### config.mk
export PLATFORM = sky130hd
export DESIGN_NAME = ordered_free_list_with_key_delete
export DESIGN_NICKNAME = d
export VERILOG_FILES = /design/src/rtl/core/ofl_pkg.sv /design/src/rtl/core/ofl_ctrl.sv /design/src/rtl/core/ofl_dpath.sv /design/src/rtl/core/ordered_free_list_with_key_delete.sv
export SDC_FILE = /design/constraint.sdc
export NUM_CORES = 1
export LEC_CHECK = 0
export ABC_AREA = 1
export ABC_CLOCK_PERIOD_IN_PS = 2600
export BUFFER_PORTS_ARGS = -buffer_cell sky130_fd_sc_hd__buf_2
export CAP_MARGIN = 20
export CORE_MARGIN = 10
export CORE_UTILIZATION = 57
export CTS_BUF_LIST = sky130_fd_sc_hd__clkbuf_8 sky130_fd_sc_hd__clkbuf_16
export DETAILED_ROUTE_END_ITERATION = 16
export PLACE_DENSITY = 0.83
export SETUP_SLACK_MARGIN = 0.1
export SKIP_CTS_REPAIR_TIMING = 1
export SLEW_MARGIN = 0
export SYNTH_ARGS = -nofsm -noshare
export SYNTH_HDL_FRONTEND = slang
export SYNTH_SLANG_ARGS = --single-unit
### constraint.sdc
create_clock -name clk -period 2.6 [get_ports clk]
set_input_delay 0.26 -clock clk [delete_from_list [all_inputs] [get_ports clk]]
set_output_delay 0.26 -clock clk [all_outputs]
set_load 0.02 [all_outputs]
### src/rtl/core/ofl_pkg.sv
// shared types and constants for the ordered free list
// no dependencies
package ofl_pkg;

  localparam int LIST_DEPTH  = 16;
  localparam int BLOCK_BITS  = 10;
  localparam int STATUS_BITS = 3;
  localparam int ACTION_BITS = 2;
  localparam int COUNT_BITS  = $clog2(LIST_DEPTH + 1);

  localparam logic [ACTION_BITS-1:0] ACT_INSERT = 2'd0;
  localparam logic [ACTION_BITS-1:0] ACT_DELETE = 2'd1;
  localparam logic [ACTION_BITS-1:0] ACT_LOOKUP = 2'd2;

  localparam logic [STATUS_BITS-1:0] DELAYED_CODE_RESET = 3'd1;

  typedef enum logic {
    ST_IDLE,
    ST_EXEC
  } state_t;

  // commands from controller to datapath
  typedef struct packed {
    logic load;
    logic exec;
  } cmd_t;

endpackage

### src/rtl/core/ofl_ctrl.sv
// controller for the ordered free list: accept, execute, output handshake
// depends on ofl_pkg
module ofl_ctrl (
  input  logic          clk,
  input  logic          rst,
  input  logic          in_valid,
  output logic          in_stall,
  output logic          out_valid,
  input  logic          out_stall,
  output ofl_pkg::cmd_t cmd
);

  ofl_pkg::state_t state, state_next;
  logic            out_valid_next;
  logic            slot_free;

  assign slot_free = !out_valid || !out_stall;

  always_ff @(posedge clk) begin
    if (rst) begin
      state     <= ofl_pkg::ST_IDLE;
      out_valid <= 1'b0;
    end else begin
      state     <= state_next;
      out_valid <= out_valid_next;
    end
  end

  // next state
  always_comb begin
    state_next = state;
    unique case (state)
      ofl_pkg::ST_IDLE: begin
        if (in_valid) state_next = ofl_pkg::ST_EXEC;
      end
      ofl_pkg::ST_EXEC: begin
        if (slot_free) state_next = ofl_pkg::ST_IDLE;
      end
      default: state_next = ofl_pkg::ST_IDLE;
    endcase
  end

  // outputs
  always_comb begin
    cmd.load = 1'b0;
    cmd.exec = 1'b0;
    in_stall = 1'b1;
    unique case (state)
      ofl_pkg::ST_IDLE: begin
        in_stall = 1'b0;
        cmd.load = in_valid;
      end
      ofl_pkg::ST_EXEC: begin
        cmd.exec = slot_free;
      end
      default: in_stall = 1'b1;
    endcase
    if (cmd.exec) begin
      out_valid_next = 1'b1;
    end else if (!out_stall) begin
      out_valid_next = 1'b0;
    end else begin
      out_valid_next = out_valid;
    end
  end

endmodule

### src/rtl/core/ofl_dpath.sv
// datapath for the ordered free list: entry row, per-entry match, shift-up delete
// depends on ofl_pkg
module ofl_dpath (
  input  logic                            clk,
  input  logic                            rst,
  input  ofl_pkg::cmd_t                   cmd,
  input  logic [ofl_pkg::ACTION_BITS-1:0] action,
  input  logic [ofl_pkg::BLOCK_BITS-1:0]  block_number,
  input  logic [ofl_pkg::STATUS_BITS-1:0] block_status,
  input  logic                            cfg_write,
  input  logic [ofl_pkg::STATUS_BITS-1:0] cfg_data,
  output logic                            found,
  output logic                            overflow,
  output logic                            list_empty,
  output logic [ofl_pkg::BLOCK_BITS-1:0]  head_block,
  output logic                            any_delayed
);

  localparam int N = ofl_pkg::LIST_DEPTH;

  logic [ofl_pkg::BLOCK_BITS-1:0]  entry_block  [N];
  logic [ofl_pkg::STATUS_BITS-1:0] entry_status [N];
  logic [ofl_pkg::COUNT_BITS-1:0]  entry_count;
  logic [ofl_pkg::STATUS_BITS-1:0] delayed_code;

  logic [ofl_pkg::ACTION_BITS-1:0] action_q;
  logic [ofl_pkg::BLOCK_BITS-1:0]  key_q;
  logic [ofl_pkg::STATUS_BITS-1:0] status_q;

  logic [N-1:0] valid;
  logic [N-1:0] match;
  logic [N-1:0] first;
  logic [N-1:0] shift_mask;
  logic [N-1:0] ins_sel;
  logic [N-1:0] delayed_hit;
  logic         hit;
  logic         full;
  logic         do_insert;
  logic         do_delete;

  // latched word
  always_ff @(posedge clk) begin
    if (cmd.load) begin
      action_q <= action;
      key_q    <= block_number;
      status_q <= block_status;
    end
  end

  always_ff @(posedge clk) begin
    if (rst) begin
      delayed_code <= ofl_pkg::DELAYED_CODE_RESET;
    end else if (cfg_write) begin
      delayed_code <= cfg_data;
    end
  end

  genvar gi;
  generate
    for (gi = 0; gi < N; gi++) begin : g_cmp
      assign valid[gi]       = entry_count > ofl_pkg::COUNT_BITS'(gi);
      assign match[gi]       = valid[gi] && (entry_block[gi] == key_q);
      assign ins_sel[gi]     = entry_count == ofl_pkg::COUNT_BITS'(gi);
      assign delayed_hit[gi] = valid[gi] && (entry_status[gi] == delayed_code);
    end
  endgenerate

  // isolate first match from the head; entries at or behind it shift up
  assign first      = match & (~match + N'(1));
  assign shift_mask = ~(first - N'(1));
  assign hit        = |match;
  assign full       = entry_count == ofl_pkg::COUNT_BITS'(N);
  assign do_insert  = cmd.exec && (action_q == ofl_pkg::ACT_INSERT) && !full;
  assign do_delete  = cmd.exec && (action_q == ofl_pkg::ACT_DELETE) && hit;

  generate
    for (gi = 0; gi < N; gi++) begin : g_entry
      if (gi < N - 1) begin : g_mid
        always_ff @(posedge clk) begin
          if (do_insert && ins_sel[gi]) begin
            entry_block[gi]  <= key_q;
            entry_status[gi] <= status_q;
          end else if (do_delete && shift_mask[gi]) begin
            entry_block[gi]  <= entry_block[gi+1];
            entry_status[gi] <= entry_status[gi+1];
          end
        end
      end else begin : g_last
        // last slot falls out of range on delete via the count
        always_ff @(posedge clk) begin
          if (do_insert && ins_sel[gi]) begin
            entry_block[gi]  <= key_q;
            entry_status[gi] <= status_q;
          end
        end
      end
    end
  endgenerate

  always_ff @(posedge clk) begin
    if (rst) begin
      entry_count <= '0;
    end else if (do_insert) begin
      entry_count <= entry_count + ofl_pkg::COUNT_BITS'(1);
    end else if (do_delete) begin
      entry_count <= entry_count - ofl_pkg::COUNT_BITS'(1);
    end
  end

  // per-word flags, found reflects the list before the update
  always_ff @(posedge clk) begin
    if (cmd.exec) begin
      found    <= hit;
      overflow <= (action_q == ofl_pkg::ACT_INSERT) && full;
    end
  end

  // list summary straight from the entry registers
  assign list_empty  = entry_count == '0;
  assign head_block  = list_empty ? '0 : entry_block[0];
  assign any_delayed = |delayed_hit;

endmodule

### src/rtl/core/ordered_free_list_with_key_delete.sv
// ordered free list of buffer blocks with delete by block number
// the input word is latched in idle, the result word is registered in exec once the result slot is free
// one word at a time, set by the accept/execute controller: no new word is taken while one waits in exec
// a new word is taken while the previous result still waits for the consumer
// rst (synchronous, active high) empties the list, delayed_code returns to 1
module ordered_free_list_with_key_delete (
  input  logic                            clk,
  input  logic                            rst,
  // input channel
  input  logic                            in_valid,
  output logic                            in_stall,
  input  logic [ofl_pkg::ACTION_BITS-1:0] action,
  input  logic [ofl_pkg::BLOCK_BITS-1:0]  block_number,
  input  logic [ofl_pkg::STATUS_BITS-1:0] block_status,
  // delayed_code register write
  input  logic                            cfg_write,
  input  logic [ofl_pkg::STATUS_BITS-1:0] cfg_data,
  // result channel
  output logic                            out_valid,
  input  logic                            out_stall,
  output logic                            found,
  output logic                            overflow,
  output logic                            list_empty,
  output logic [ofl_pkg::BLOCK_BITS-1:0]  head_block,
  output logic                            any_delayed
);

  // load latches the word, exec updates the entry row and the result flags
  ofl_pkg::cmd_t cmd;

  // controller: idle accepts, exec waits for a free result register
  ofl_ctrl u_ctrl (
    .clk       (clk),
    .rst       (rst),
    .in_valid  (in_valid),
    .in_stall  (in_stall),
    .out_valid (out_valid),
    .out_stall (out_stall),
    .cmd       (cmd)
  );

  // datapath: all entries compared in parallel, first match picked from the head,
  // entries behind it close the gap in one step; head, empty and delayed summary
  // are read from the entry registers, which only change when the result slot is free
  ofl_dpath u_dpath (
    .clk          (clk),
    .rst          (rst),
    .cmd          (cmd),
    .action       (action),
    .block_number (block_number),
    .block_status (block_status),
    .cfg_write    (cfg_write),
    .cfg_data     (cfg_data),
    .found        (found),
    .overflow     (overflow),
    .list_empty   (list_empty),
    .head_block   (head_block),
    .any_delayed  (any_delayed)
  );

endmodule

==> summary.md <==
| Metric | Value |
|---|---|
| Status | `finished with violations` |
| Failing checks | `negative hold slack, negative setup slack` |
| Post-synthesis area per instance | `8.24 um^2` |
| Worst slew margin | `43.1%` |
| Worst min path class | `input port to register` |
| Crit path from | `u_dpath.key_q[6]` |
| #FFs+latches synth | `235` |
| IO Port Bufs | `38` |
| Crit path max fanout | `7` |
| Min cycle time layout | `2.95 ns` |
| Critical path's most frequent cell | `nand2_1` |
| Flop pwr share | `a little under half` |
| Via density | `between 5 and 6` |
| Synth area leaders | `edfxtp_1 (49%), nand2_1 (17%), nand3_1 (4.5%)` |
| Worst path cell trace | `buf_6 > buf_12 > buf_4 > nand2_1 > nand2_1 > nor2_1 > nand2_1 > nor2_1 > nand2_1 > nand4_1 > nor2_4 > nand2_4 > nand2_8 > buf_8 > o211ai_1 > buf_4 > buf_8` |
| Final WS setup | `-0.346 ns` |
| Max frequency | `0.339 GHz` |
| Number of fill cells | `1524` |
| Worst path bufs/invs | `6` |
| Total Routed Length | `44000 um` |
| Vias in the first global route | `around 12000` |
| Fin cells | `about 2200` |
| CTS Sinks | `~240` |
| Final clock skew | `between 0.01 and 0.015 ns` |
| Hold slack | `-0.00939 ns` |
| Period utilisation layout | `113%` |
| Gate power share | `12.8%` |
| Initial core utilization | `57.5%` |
| ANT nets after route | `0` |
| Power density cells | `503 nW/um^2` |
| Post-Syn Nets | `about 1700` |
| IO Count | `39` |
| Async S/R FF share, synth | `0%` |
| Place WS | `-0.362 ns` |
| Slowest CP cell | `edfxtp_1` |
| Die area | `31000 um^2` |
| Largest net degree at the start of global routing | `31` |
| Nature of the critical path endpoint | `register` |
| Worst Tran Pin Value | `0.853 ns` |
| Switching Fraction | `25.5%` |
| Post-route DRC violation count | `0` |
| Routed vias | `13300` |
| Worst Path Arrival | `around 3.2 ns` |
| Initial antenna violation count | `0` |
| Most frequent cell after synthesis | `nand2_1` |
| Min-delay src | `cfg_write` |
| CP Class | `register to register` |
| Req. time, crit path | `2.84 ns` |
| Peak per-stage delay on the critical path | `0.42 ns` |
| Unrepaired setup endpoints after global routing | `true` |
| Setup_tns | `-70.84 ns` |
| Wirelength per Cell | `19.7 um` |
| 1st-pass router iterations | `7` |
| CTS tree | `done` |
| Synth Flop Type | `edfxtp_1` |
| Die Height | `around 180 um` |
| EDFF count, synth | `between 200 and 250` |
| Gr ovfl total | `0` |
| Diodes inserted | `0` |
| Core area | `24100 um^2` |
| Initial DRC count | `1919` |
| Num rows | `57` |
| Top-area cell type share of the netlist area | `about half` |
| HPWL Detailed | `roughly 27000 um` |
| Maximum Capacitance Violations | `0` |
| P&R area growth vs syn | `27.3%` |
| Crit start category | `register` |
| Netlist Area Pre-Place | `13900 um^2` |
| Worst vdd ir | `0.512 mV` |
| Pleak | `0.00797 uW` |
| Sw power | `about 2300 uW` |
| Mapped Cells | `1682` |
| Inst Count DP | `2132` |
| H-tree depth | `1` |
| Ys Warns | `0` |
| Die width | `roughly 180 um` |
| Post-route cell area | `17700 um^2` |
| Slew Limit Fails | `0` |
| Internal | `~6600 uW` |
| CTS Buffer Depth | `3` |
| Yosys cell types | `38` |
| Num CTS Buffers | `25` |
| Critical path's top delay family | `simple AND/OR/NAND/NOR gates` |
| Reg clk slew, reported paths | `0.06 ns` |
| Total track usage | `23.0%` |
| Synth cell count leaders | `nand2_1 (630), edfxtp_1 (225), inv_1 (138)` |
| Yosys top cell by area | `edfxtp_1` |
| Worst-Skew Late Latency | `0.54 ns` |
| # setup viols final | `390` |
| First-pass GRT wire length | `58600 um` |
| Clock power frac | `39.5%` |
| Nets | `1924` |
| Layout cell share with drive strength beyond 1 | `21.9%` |
| R2R setup slack | `-0.35 ns` |
| CTS root buf | `clkbuf_16` |
| Final GP Congestion | `0.941` |
| Placed Area | `15700 um^2` |
| Worst reg2reg path startpoint | `u_dpath.key_q[6]` |
| Hold Fails Final Rpt | `3` |
| Sequential cell area fraction in the yosys report | `50.2%` |
==> per-layer routing <==
| metal | GRT usage, % | routed length (um) | up-vias |
|---|---|---|---|
| met5 | 0 | 0 | - |
| met4 | 9.75 | 3070 | 0 |
| met3 | 2.88 | 4230 | 283 |
| met2 | 43.0 | 21800 | 974 |
| met1 | 25.8 | 14800 | 6120 |
| li1 | - | - | 5913 |
==> registers in the layout (all words and copies together) (netlist names) <==
signal	cells
u_dpath.delayed_code	3
u_dpath.entry_block	160
u_dpath.found	1
u_dpath.entry_status	48
u_dpath.key_q	10
u_ctrl.out_valid	1
u_ctrl.state	1
u_dpath.status_q	3
u_dpath.entry_count	5
u_dpath.action_q	2
u_dpath.overflow	1
==> cells by family after synthesis <==
| logic type | count (synthesis) | synth area share, % |
|---|---|---|
| xor+xnor | 118 | 7.45 |
| fa+ha+maj | 5 | 0.451 |
| buf+inv | 238 | 7.93 |
| compound gates | 142 | 5.33 |
| flops | 235 | 50.2 |
| simple gates | 944 | 28.7 |
==> cell type report <==
| type | instances | area [um^2] | share of cell area (%) |
|---|---|---|---|
| timing repair buffer | 273 | 2610 | 14.8 |
| tap | 324 | 405 | 2.30 |
| clock buffer | 25 | 626 | 3.54 |
| sequential | 235 | 6970 | 39.5 |
| inverter | 147 | 588 | 3.33 |
| timing repair inverter | 2 | 22.5 | 0.128 |
| clock inverter | 20 | 150 | 0.850 |
| multi-input combinational | 1212 | 6280 | 35.6 |
==> cells in the final DEF, fill, tap and decap left out, types with 4 or more instances in the layout <==
cell	instances
inv_2	13
nand3_1	121
buf_6	20
clkinvlp_4	4
buf_2	38
dfxtp_1	6
o21ai_0	42
clkbuf_16	33
buf_12	30
nor2_1	90
xnor2_2	6
nor4_1	7
o21ai_1	69
inv_1	129
nor3_1	7
a21oi_1	10
nor2_4	8
ha_1	4
xnor2_1	61
buf_4	156
nor3_2	4
nand2_1	605
nand2_2	21
nand2_4	13
nand2_8	7
o21ai_2	7
xor2_1	49
clkinv_1	9
nand3_2	4
nor2_2	18
dlygate4sd3_1	18
edfxtp_1	225
nand4_1	36
o21ai_4	7
clkinv_2	6
==> through the flow <==
step | util [%] | total power, uW
after floorplan | - | 4870
after global placement | 64.9 | 5220
after detailed placement | 64.9 | 5270
after CTS | 68.2 | 8660
after global routing | 73.2 | 9090
final | 73.2 | 8880
==> tightest hold or removal path, delay by kind of cell <==
kind	cells	cell delay, ns
AND/OR/NAND/NOR	2	0.12
buffers and inverters	1	0.11
==> path summary, 6_finish.rpt <==
kind                                end  depth (start not counted)
max          u_dpath.entry_block[1][61]                         17
min             u_dpath.delayed_code[0]                          3
max reg2reg  u_dpath.entry_block[1][61]                         17
min reg2reg     u_dpath.delayed_code[0]                          2
==> power by group through the flow <==
stage	logic [uW]	clock network (uW)	registers [uW]
2_1_floorplan	575	0	4300
3_3_place_gp	910	0	4310
3_5_place_dp	950	0	4320
4_1_cts	960	3460	4240
5_1_grt	1220	3630	4240
6_report	1140	3510	4240
Power figures use the tool's default switching activity.
